`config.mk`:
```
export PLATFORM = sky130hd
export DESIGN_NAME = address_resolution_cache
export DESIGN_NICKNAME = d
export VERILOG_FILES = /design/src/design/arc_pkg.sv /design/src/design/arc_ram.sv /design/src/design/arc_ctrl.sv /design/src/design/arc_datapath.sv /design/src/design/address_resolution_cache.sv
export SDC_FILE = /design/constraint.sdc
export NUM_CORES = 2
export LEC_CHECK = 0
export ABC_AREA = 0
export BUFFER_PORTS_ARGS = -buffer_cell sky130_fd_sc_hd__buf_4
export CAP_MARGIN = 10
export CORE_MARGIN = 5
export CORE_UTILIZATION = 40
export CTS_BUF_LIST = sky130_fd_sc_hd__clkbuf_4
export DETAILED_ROUTE_END_ITERATION = 6
export GPL_TIMING_DRIVEN = 1
export SETUP_SLACK_MARGIN = 0.1
export SLEW_MARGIN = 20
export SYNTH_ARGS = -nofsm -noshare
export SYNTH_HDL_FRONTEND = slang
export SYNTH_HIERARCHICAL = 1
export SYNTH_SLANG_ARGS = --single-unit
```
`constraint.sdc`:
```
create_clock -name clk -period 13.6 [get_ports clk]
set_input_delay 0.68 -clock clk [delete_from_list [all_inputs] [get_ports clk]]
set_output_delay 0.68 -clock clk [all_outputs]
set_load 0.05 [all_outputs]
```
`src/design/arc_pkg.sv`:
```
// Types and constants of the address resolution cache.
// Depends on nothing; used by every module of the block but arc_ram.
package arc_pkg;

	localparam logic [2:0] CMD_LOOKUP = 3'd0;
	localparam logic [2:0] CMD_INSERT = 3'd1;
	localparam logic [2:0] CMD_DELETE = 3'd2;
	localparam logic [2:0] CMD_AGE    = 3'd3;
	localparam logic [2:0] CMD_GET    = 3'd4;

	localparam logic [31:0] TTL_RESET = 32'd60000;
	localparam logic [4:0]  COUNT_SAT = 5'd31;

	typedef struct packed {
		logic [2:0]  command;
		logic [31:0] ip_address;
		logic [47:0] mac_address;
		logic [3:0]  entry_index;
		logic [31:0] now_ticks;
	} arc_in_t;

	typedef struct packed {
		logic        success;
		logic [31:0] entry_ip;
		logic [47:0] entry_mac;
		logic [31:0] entry_stamp;
		logic [4:0]  valid_count;
	} arc_out_t;

	typedef struct packed {
		logic [31:0] ip;
		logic [47:0] mac;
		logic [31:0] stamp;
	} arc_entry_t;

	localparam int ENTRY_W = $bits(arc_entry_t);

	typedef struct packed {
		logic load;
		logic rd;
		logic commit;
	} arc_cmd_t;

endpackage

```
`src/design/arc_ram.sv`:
```
// Generic single-write, single-read RAM with a registered read port.
// Depends on nothing; holds the slot contents of the cache.
module arc_ram #(
	parameter int WIDTH = 8,
	parameter int DEPTH = 16
) (
	input  logic                                  clk,
	input  logic                                  we,
	input  logic [(DEPTH > 1 ? $clog2(DEPTH) : 1)-1:0] waddr,
	input  logic [WIDTH-1:0]                      wdata,
	input  logic                                  re,
	input  logic [(DEPTH > 1 ? $clog2(DEPTH) : 1)-1:0] raddr,
	output logic [WIDTH-1:0]                      rdata
);

	logic [WIDTH-1:0] mem_q [DEPTH];

	always_ff @(posedge clk) begin
		if (we) begin
			mem_q[waddr] <= wdata;
		end
		if (re) begin
			rdata <= mem_q[raddr];
		end
	end

endmodule

```
`src/design/arc_ctrl.sv`:
```
// Controller of the address resolution cache: sequences the slot scan and the commit.
// Depends on arc_pkg; drives the datapath through arc_cmd_t.
module arc_ctrl import arc_pkg::*; #(
	parameter int ENTRIES = 16,
	localparam int AW = (ENTRIES > 1) ? $clog2(ENTRIES) : 1
) (
	input  logic          clk,
	input  logic          arst_n,
	input  logic          in_valid,
	output logic          in_ready,
	output logic          out_valid,
	input  logic          out_ready,
	output arc_cmd_t      cmd,
	output logic [AW-1:0] rd_addr
);

	typedef enum logic [1:0] {
		ST_IDLE,
		ST_SCAN,
		ST_DRAIN,
		ST_COMMIT
	} state_t;

	state_t        state_q;
	logic [AW-1:0] addr_q;
	logic          out_valid_q;
	logic          out_free;

	assign out_free   = !out_valid_q || out_ready;
	assign in_ready   = (state_q == ST_IDLE);
	assign out_valid  = out_valid_q;
	assign rd_addr    = addr_q;
	assign cmd.load   = (state_q == ST_IDLE) && in_valid;
	assign cmd.rd     = (state_q == ST_SCAN);
	assign cmd.commit = (state_q == ST_COMMIT) && out_free;

	always_ff @(posedge clk or negedge arst_n) begin
		if (!arst_n) begin
			state_q     <= ST_IDLE;
			addr_q      <= '0;
			out_valid_q <= 1'b0;
		end else begin
			if (cmd.commit) begin
				out_valid_q <= 1'b1;
			end else if (out_ready) begin
				out_valid_q <= 1'b0;
			end
			case (state_q)
				ST_IDLE: begin
					addr_q <= '0;
					if (in_valid) begin
						state_q <= ST_SCAN;
					end
				end
				ST_SCAN: begin
					if (addr_q == AW'(ENTRIES - 1)) begin
						state_q <= ST_DRAIN;
					end else begin
						addr_q <= addr_q + AW'(1);
					end
				end
				ST_DRAIN: begin
					state_q <= ST_COMMIT;
				end
				ST_COMMIT: begin
					if (out_free) begin
						state_q <= ST_IDLE;
					end
				end
				default: begin
					state_q <= ST_IDLE;
				end
			endcase
		end
	end

endmodule

```
`src/design/arc_datapath.sv`:
```
// Datapath of the address resolution cache: slot store, valid bits, scan results.
// Depends on arc_pkg and arc_ram; steered by arc_ctrl through arc_cmd_t.
module arc_datapath import arc_pkg::*; #(
	parameter int ENTRIES = 16,
	localparam int AW = (ENTRIES > 1) ? $clog2(ENTRIES) : 1,
	localparam int CW = $clog2(ENTRIES + 1)
) (
	input  logic          clk,
	input  logic          arst_n,
	input  arc_cmd_t      cmd,
	input  logic [AW-1:0] rd_addr,
	input  arc_in_t       in_data,
	input  logic          cfg_we,
	input  logic [31:0]   cfg_data,
	output arc_out_t      out_data
);

	arc_in_t       item_q;
	logic [31:0]   ttl_q;
	logic [ENTRIES-1:0] valid_q;
	logic [CW-1:0] count_q;

	logic          eval_s1;
	logic [AW-1:0] slot_s1;
	logic [ENTRY_W-1:0] rd_raw;
	arc_entry_t    rd_entry;

	logic          found_q, free_found_q, min_seen_q, got_q;
	logic [AW-1:0] hit_idx_q, free_idx_q, min_idx_q;
	logic [47:0]   hit_mac_q;
	logic [31:0]   min_stamp_q;
	logic [3:0]    seen_q;
	arc_entry_t    got_q_entry;
	arc_out_t      out_q;

	logic          slot_v, age_clear;
	logic          is_ins, ins_new, del_hit;
	logic [AW-1:0] tgt_idx;
	logic [CW-1:0] count_next;
	logic [8:0]    count_ext;
	arc_entry_t    wr_entry;
	arc_out_t      res;

	assign rd_entry = arc_entry_t'(rd_raw);
	assign slot_v   = valid_q[slot_s1];
	assign age_clear = eval_s1 && (item_q.command == CMD_AGE) && slot_v
		&& ((item_q.now_ticks - rd_entry.stamp) > ttl_q);

	assign is_ins  = (item_q.command == CMD_INSERT) && (item_q.ip_address != 32'd0);
	assign ins_new = is_ins && !found_q;
	assign del_hit = (item_q.command == CMD_DELETE) && found_q;
	assign tgt_idx = found_q ? hit_idx_q : (free_found_q ? free_idx_q : min_idx_q);

	assign wr_entry.ip    = item_q.ip_address;
	assign wr_entry.mac   = item_q.mac_address;
	assign wr_entry.stamp = item_q.now_ticks;

	always_comb begin
		count_next = count_q;
		if (ins_new && free_found_q) begin
			count_next = count_q + CW'(1);
		end else if (del_hit) begin
			count_next = count_q - CW'(1);
		end
		count_ext = 9'(count_next);

		res = '0;
		res.valid_count = (count_ext > 9'(COUNT_SAT)) ? COUNT_SAT : count_ext[4:0];
		case (item_q.command)
			CMD_LOOKUP: begin
				res.success = found_q;
				res.entry_mac = found_q ? hit_mac_q : 48'd0;
			end
			CMD_DELETE: begin
				res.success = found_q;
			end
			CMD_GET: begin
				res.success = got_q;
				if (got_q) begin
					res.entry_ip    = got_q_entry.ip;
					res.entry_mac   = got_q_entry.mac;
					res.entry_stamp = got_q_entry.stamp;
				end
			end
			default: begin
				res.success = 1'b0;
			end
		endcase
	end

	arc_ram #(
		.WIDTH(ENTRY_W),
		.DEPTH(ENTRIES)
	) u_slot_ram (
		.clk   (clk),
		.we    (cmd.commit && is_ins),
		.waddr (tgt_idx),
		.wdata (wr_entry),
		.re    (cmd.rd),
		.raddr (rd_addr),
		.rdata (rd_raw)
	);

	always_ff @(posedge clk or negedge arst_n) begin
		if (!arst_n) begin
			ttl_q        <= TTL_RESET;
			valid_q      <= '0;
			count_q      <= '0;
			eval_s1      <= 1'b0;
			found_q      <= 1'b0;
			free_found_q <= 1'b0;
			min_seen_q   <= 1'b0;
			got_q        <= 1'b0;
			seen_q       <= '0;
		end else begin
			eval_s1 <= cmd.rd;
			if (cfg_we) begin
				ttl_q <= cfg_data;
			end
			if (cmd.load) begin
				found_q      <= 1'b0;
				free_found_q <= 1'b0;
				min_seen_q   <= 1'b0;
				got_q        <= 1'b0;
				seen_q       <= '0;
			end else if (eval_s1) begin
				if (slot_v && !found_q && (rd_entry.ip == item_q.ip_address)) begin
					found_q <= 1'b1;
				end
				if (!slot_v && !free_found_q) begin
					free_found_q <= 1'b1;
				end
				if (slot_v && (!min_seen_q || (rd_entry.stamp < min_stamp_q))) begin
					min_seen_q <= 1'b1;
				end
				if (slot_v && !got_q) begin
					if (seen_q == item_q.entry_index) begin
						got_q <= 1'b1;
					end else begin
						seen_q <= seen_q + 4'd1;
					end
				end
				if (age_clear) begin
					valid_q[slot_s1] <= 1'b0;
					count_q          <= count_q - CW'(1);
				end
			end else if (cmd.commit) begin
				count_q <= count_next;
				if (ins_new) begin
					valid_q[tgt_idx] <= 1'b1;
				end
				if (del_hit) begin
					valid_q[hit_idx_q] <= 1'b0;
				end
			end
		end
	end

	always_ff @(posedge clk) begin
		slot_s1 <= rd_addr;
		if (cmd.load) begin
			item_q <= in_data;
		end
		if (eval_s1) begin
			if (slot_v && !found_q && (rd_entry.ip == item_q.ip_address)) begin
				hit_idx_q <= slot_s1;
				hit_mac_q <= rd_entry.mac;
			end
			if (!slot_v && !free_found_q) begin
				free_idx_q <= slot_s1;
			end
			if (slot_v && (!min_seen_q || (rd_entry.stamp < min_stamp_q))) begin
				min_idx_q   <= slot_s1;
				min_stamp_q <= rd_entry.stamp;
			end
			if (slot_v && !got_q && (seen_q == item_q.entry_index)) begin
				got_q_entry <= rd_entry;
			end
		end
		if (cmd.commit) begin
			out_q <= res;
		end
	end

	assign out_data = out_q;

endmodule

```
`src/design/address_resolution_cache.sv`:
```
// Top level of the address resolution cache: an IPv4-to-MAC table with aging.
// Depends on arc_pkg, arc_ctrl, arc_datapath and arc_ram.
//
// Commands arrive on the in channel (in_valid, in_ready, in_data) and each
// yields exactly one result on the out channel (out_valid, out_ready, out_data).
// The entry lifetime is written through cfg_valid, cfg_ready and cfg_data;
// cfg_ready is always high, and writes are expected only while the block is idle.
// Each command scans every slot through one read port of the slot RAM, one slot
// per cycle, then passes a drain step and a commit step before its result is
// shown; a new command is taken only after the previous one has committed.
// The result waits in an output register; if the receiver stalls, the next
// command is still accepted and scanned, and it holds in its commit step until
// the earlier result has been transferred.
// Reset clears all valid bits and the entry count at once and restores the
// lifetime to 60000 ticks; slot contents stay undefined until written.
module address_resolution_cache import arc_pkg::*; #(
	parameter int ENTRIES = 16
) (
	input  logic        clk,
	input  logic        arst_n,
	input  logic        in_valid,
	output logic        in_ready,
	input  arc_in_t     in_data,
	output logic        out_valid,
	input  logic        out_ready,
	output arc_out_t    out_data,
	input  logic        cfg_valid,
	output logic        cfg_ready,
	input  logic [31:0] cfg_data
);

	localparam int AW = (ENTRIES > 1) ? $clog2(ENTRIES) : 1;

	arc_cmd_t      cmd;
	logic [AW-1:0] rd_addr;

	assign cfg_ready = 1'b1;

	arc_ctrl #(
		.ENTRIES(ENTRIES)
	) u_ctrl (
		.clk       (clk),
		.arst_n    (arst_n),
		.in_valid  (in_valid),
		.in_ready  (in_ready),
		.out_valid (out_valid),
		.out_ready (out_ready),
		.cmd       (cmd),
		.rd_addr   (rd_addr)
	);

	arc_datapath #(
		.ENTRIES(ENTRIES)
	) u_datapath (
		.clk      (clk),
		.arst_n   (arst_n),
		.cmd      (cmd),
		.rd_addr  (rd_addr),
		.in_data  (in_data),
		.cfg_we   (cfg_valid && cfg_ready),
		.cfg_data (cfg_data),
		.out_data (out_data)
	);

endmodule

```
Yosys cells after proc, flatten, opt, wreduce, memory -nomap -nowiden
Memory sizes are Yosys's and may differ from the RTL's. A register that Yosys moved wholly into a read port is not among the register bits. Index checks and enable logic that the tools add are counted. Widths: inputs -> output; s select.

Input port bits: 156. Memories: 1. Register bits: 514. RAM bits: 1792.

Memories: u_datapath.u_slot_ram.mem_q (depth 16, width 112, read ports 1, clocked after memory_dff 1, write ports 1, line arc_ram.sv:16) `logic [WIDTH-1:0] mem_q [DEPTH];`.

Eq/ne operators: 16. $add $sub $neg: 5. Bitwise gates (word level): 6. Magnitude comparators: 8. Mux-type cells: 54. Reductions and logical operators: 53.

Operators with widths (count): $mux 16 (8); $pmux 48 s2 (1); $mux 80 (1); $mux 48 (1); $and 16x16->16 (2); $eq 32x32->1 (1); $gt 32x32->1 (1); $lt 32x32->1 (1); $not 16->16 (2); $reduce_bool 32->1 (1); $sub 32x32->32 (1); $mux 4 (7); $mux 5 (5); $mux 1 (21); $logic_and 1x1->1 (19); $reduce_and 2->1 (9); $reduce_bool 2->1 (9); $or 16x16->16 (1); $lt 4x5->1 const B (3); $demux 1 s4 (3); $ge 4x1->1 const B (3); $reduce_and 3->1 (4); $ne 2x2->1 const B (5); $add 4x1->4 const B (2); 21 further kinds (31).

Depth between registers and ports, before layout
Depth in word-level cells: 15. Mapped depth: 23. Mapped depth without buffers: 22.

Modules after synthesis
Netlist, hierarchy kept.

Modules (own cells, without submodules): arc_ram (sequential area each 57174.8 um2, area each 70291.2 um2, cells each 2864, instances 1); arc_datapath (sequential area each 14883.0 um2, area each 21209.1 um2, cells each 1488, instances 1); arc_ctrl (sequential area each 175.2 um2, area each 441.7 um2, cells each 39, instances 1); address_resolution_cache (sequential area each 0.0 um2, area each 11.3 um2, cells each 2, instances 1).

Least setup slack after synthesis
OpenSTA, ideal clock, no wires.

Kind: input to register. From: in out_ready. To: mem u_datapath/u_slot_ram/mem_q[0][0] in the netlist's numbering, enable pin. Library setup time: 720 ps. Arrival: 12240 ps. Cell stages on the path: 5. Slack: 640 ps. Buffers on the path: 0. Data required time: 12880 ps. Cells stage by stage: nand2b_1 > and2_1 > nor4b_1 > or3b_2 > nor3_1.

RTL lines: start, declared (line address_resolution_cache.sv:25) `input logic out_ready,`; end, declared (line arc_ram.sv:16).

Final worst setup path
From: reg u_datapath/item_q[0] in the netlist's numbering. To: reg u_datapath.count_q[4].

Word-level cells in the longest chain between the ends: 5.

Ends and longest elaborated chain: start, declared (line arc_datapath.sv:18) `arc_in_t item_q;`; start signal, assigned (line arc_datapath.sv:162) `item_q <= in_data;`; $sub 32x32->32 (line arc_datapath.sv:47) `&& ((item_q.now_ticks - rd_entry.stamp) > ttl_q);`; $gt 32x32->1 (line arc_datapath.sv:47); $logic_and 1x1->1 (line arc_datapath.sv:47); $ne 2x2->1 (no source line); $reduce_and 3->1 (no source line); end signal, assigned (line arc_datapath.sv:145) `count_q <= count_q - CW'(1);`; end signal, assigned (line arc_datapath.sv:148) `count_q <= count_next;`; end, declared (line arc_datapath.sv:21) `logic [CW-1:0] count_q;`.

Every way passes these cells. A chain may end at the register's enable or synchronous reset.

==> key figures <==
Power and ir drop
  – Switching power: 5.81 mW
  – Combinational power share: 21.9%
  – Sw Share: 29.2%
  – Clock Power Share: 30.5%
  – P_int: 14.1 mW
  – Cell area power density: 182 nW/µm²
  – Total leakage power: 36.5 nW
  – Sequential share of power: 47.6%
  – Worst IR drop on VDD: 0.000167 V

Yosys
  – Yosys top cell area share: 76.6%
  – Avg Synthesized Cell Area: 20.9 µm²
  – Mapped Cells: 4393
  – Yosys cell types: 74
  – Top FF cell, synth: edfxtp_1
  – Syn. warnings: 6
  – Post-synth EDFFs: 2345
  – Leading post-synthesis cells by cell area: edfxtp_1 77%, mux4_2 11%, a22oi_1 2.2%, dfrtp_1 1.7%, ha_1 1.4%
  – FF+latch count, synth: 2418
  – Register area share after synthesis: 78.6%
  – Post-Syn Area: 92000 µm²
  – Fraction of registers with async set/reset: 2.85%
  – Synth Net Count: 4652
  – Leading area contributor after synthesis: edfxtp_1

Place
  – Buffers on Ports: 275
  – GP Congestion: 0.805
  – DP HPWL: 119000 µm
  – Place WS: 7.12 ns

Final layout
  – Fillers: 19251
  – Fraction of layout instances using a drive strength above 1: 30.4%
  – Multi-input logic area: 18500 µm²
  – # nets final: 5817
  – Area delta synth->final: 18.7%
  – Sequential Area: 72200 µm²

Die
  – Chip height: 489 µm
  – Core area: 229000 µm²
  – Full die area: 240000 µm²
  – I/O pins: 277
  – Die width: 489 µm
  – Std cell rows: 176
  – Initial Utilization: 40.1%

Status
  – Status: finished, final reports clean

Drt
  – DRT Pass-1 Iters: 5
  – Via-per-instance ratio: 5.40
  – WL final: 233000 µm
  – Post-route ant nets: 0
  – DRT iter0 DRCs: 4496
  – Vias: 48615
  – DR WL/cell: 25.9 µm
  – DRC viols: 0

Timing
  – Setup TNS: 0 ns
  – Worst Slack Setup Final: 7.05 ns
  – Fin crit share: 48.2%
  – Final hold viol count: 0
  – # setup viols final: 0
  – Slew at the pin closest to its max-slew limit: 1.14 ns
  – Slew HR: 24.1%
  – Clock Skew: 0.127 ns
  – Final Slew Violations: 0
  – Minimum clock period after layout: 6.55 ns
  – Fmax achieved: 0.153 GHz
  – RSZ-0062 raised after global routing: no

Setup path
  – Crit-path cells: inv_1, ha_1, inv_1, fa_1, a21oi_1, o22ai_1, a311oi_1, nor2_1, a31oi_1, o21ai_1, o41ai_2, o211ai_1, xor2_1, ha_1, nand4_1, nor4_1, a221oi_1, o21ai_2, o21ai_0, a221o_1
  – Worst Path Required: 14.79 ns
  – Startpoint types: flip-flop
  – Critical path fanouts, max: 20
  – Arrival @ worst endpoint: 7.74 ns
  – R2r setup slk: 7.05 ns
  – Critical path type: reg2reg
  – Worst r2r dst: u_datapath/count_q[4]
  – Cell family with most CP delay: compound AO/OA/AOI/OAI gates
  – CP Launch Point: u_datapath/item_q[0]
  – Crit-path max cell delay: 0.72 ns
  – Reg-to-Reg Start: u_datapath/item_q[0]
  – Critical path capture point type: flip-flop
  – Reg2reg path depth: 20
  – CP max stage cell: o21ai_2
  – CP bufs+invs: 2

CTS
  – TritonCTS clock tree: done
  – Clk_lat worst skew: 1.38 ns
  – Sink count of the clock tree: 2418
  – Num CTS Buffers: 636
  – Htree depth: 6
  – Root buf cell: clkbuf_4
  – Clk pin slew, worst setup/hold paths: 0.06 ns
  – Bufs on Longest Clock Path: 4
  – CTS resizes: 0

Min path
  – Hold_sp: in_data[6]
  – Hold Path Stages: 2
  – Hold WC Path Type: in2reg
  – Hold endpoint: u_datapath/item_q[6]

GRT
  – Antenna violations before repair: 14
  – Congestion Overflow GR: 0
  – Largest net degree at the start of global routing: 125
  – Number of global-route vias before repair: 50838
  – Tot GR Track Use: 19.3%
  – First-pass GRT wire length: 339000 µm

Flow run
  – Max_cap viols: 0
[worst max-delay path by stage]
stage                                             end  slack, ns  cells after the start
CTS                             u_datapath/count_q[4]       7.08                     20
global route                    u_datapath/count_q[4]       6.53                     20
finish                          u_datapath/count_q[4]       7.05                     20
floorplan           u_datapath/u_slot_ram/mem_q[0][0]       0.64                      5
global placement                u_datapath/count_q[4]       7.25                     20
detailed placement              u_datapath/count_q[4]       7.12                     20
[placed cells by master (no fill, tap or decap), types with 67 or more instances in the layout]
master,netlist,layout
nand2_1,179,179
clkbuf_4,0,903
dlygate4sd3_1,0,365
clkinv_1,0,101
edfxtp_1,2345,2345
and2_1,70,67
ha_1,102,101
nor2_1,119,104
buf_4,34,341
mux4_2,450,450
inv_1,109,109
o21ai_0,72,72
a22oi_1,275,275
[routing by layer]
metal / vias up / track usage, % / share of wire (%)
met5: - / 0 / 0.0043
met4: 2 / 5.27 / 1.8
met3: 338 / 4.26 / 7.3
met2: 1928 / 30.7 / 48
met1: 25578 / 27.2 / 43
li1: 20769 / - / -
[area by class of cell]
class	instances	area share [%]
Sequential cell	2418	66.2
Multi-Input combinational cell	1671	17.0
Clock buffer	903	6.21
Timing Repair Buffer	722	6.01
Tap cell	3026	3.47
Clock inverter	149	0.787
Inverter	109	0.375
Antenna cell	9	0.0206
[kinds of logic (layout without fill, tap and decap cells)]
| kind of cell | Yosys count | count (layout) | share of synthesized area (%) |
|---|---|---|---|
| muxes | 462 | 462 | 11.2 |
| adders and majority gates | 103 | 103 | 1.41 |
| other | 1 | 10 | 0.00408 |
| AOI/OAI and AO/OA | 526 | 526 | 3.97 |
| buffers and inverters | 304 | 1883 | 1.52 |
| and+or+nand+nor | 504 | 504 | 2.62 |
| DFF | 2418 | 2418 | 78.6 |
| xor gates and xnor gates | 75 | 75 | 0.714 |
[cells in the mapped netlist (all sizes together) (7+ instances only)]
master and n:
a21o 42, a21oi 60, a22oi 275, a31oi 24, and2 70, buf 104
clkbuf 91, dfrtp 62, dfstp 7, edfxtp 2345, ha 102, inv 109
mux4 453, nand2 180, nand2b 17, nand3 13, nand4 24, nor2 119
nor2b 18, nor3 19, nor4 18, o21a 16, o21ai 75, xnor2 34
xor2 41
[through the flow]
stage / hold WS, ns / cells / util [%] / power (mW) / area (µm²)
finish: 0.213 / 9007 / 47.6 / 19.9 / 109000
global placement: 0.425 / 7577 / 42.6 / 13.9 / 97800
detailed placement: 0.433 / 7578 / 42.6 / 13.9 / 97800
CTS: 0.0152 / 8996 / 47.5 / 20.2 / 109000
floorplan: 0.384 / 4393 / - / 12.7 / 92000
global route: 0.0363 / 9002 / 47.6 / 21.0 / 109000
[timing repair]
item | CTS | global route
setup buffers | 0 | 0
hold buffers | 366 | 0
setup endpoints to repair | 0 | 0
endpoints found under the hold margin | 235 | 0
[flip-flops by register name, indices dropped and copies added, names as in the netlist, 2 cells and up]
signal                       flops
u_datapath/min_stamp_q          32
u_datapath/got_q_entry         112
u_datapath/out_data            118
u_datapath/ttl_q                32
u_datapath/valid_q              16
u_datapath/hit_mac_q            48
u_datapath/hit_idx_q             4
u_datapath/free_idx_q            4
u_ctrl/state_q                   2
u_ctrl/rd_addr                   4
u_datapath/item_q              119
u_datapath/u_slot_ram/mem_q   1792
u_datapath/seen_q                4
u_datapath/count_q               5
u_datapath/slot_s1               4
u_datapath/min_idx_q             4
u_datapath/u_slot_ram/rdata    112
[power groups by stage]
stage | Combinational, mW | Clock (mW) | Sequential [mW]
3_5_place_dp | 4.31 | 0 | 9.63
6_report | 4.36 | 6.08 | 9.46
5_1_grt | 4.71 | 6.71 | 9.53
2_1_floorplan | 2.90 | 0 | 9.75
3_3_place_gp | 4.28 | 0 | 9.60
4_1_cts | 4.41 | 6.29 | 9.48
No activity file was read; power rests on OpenSTA's default activity.
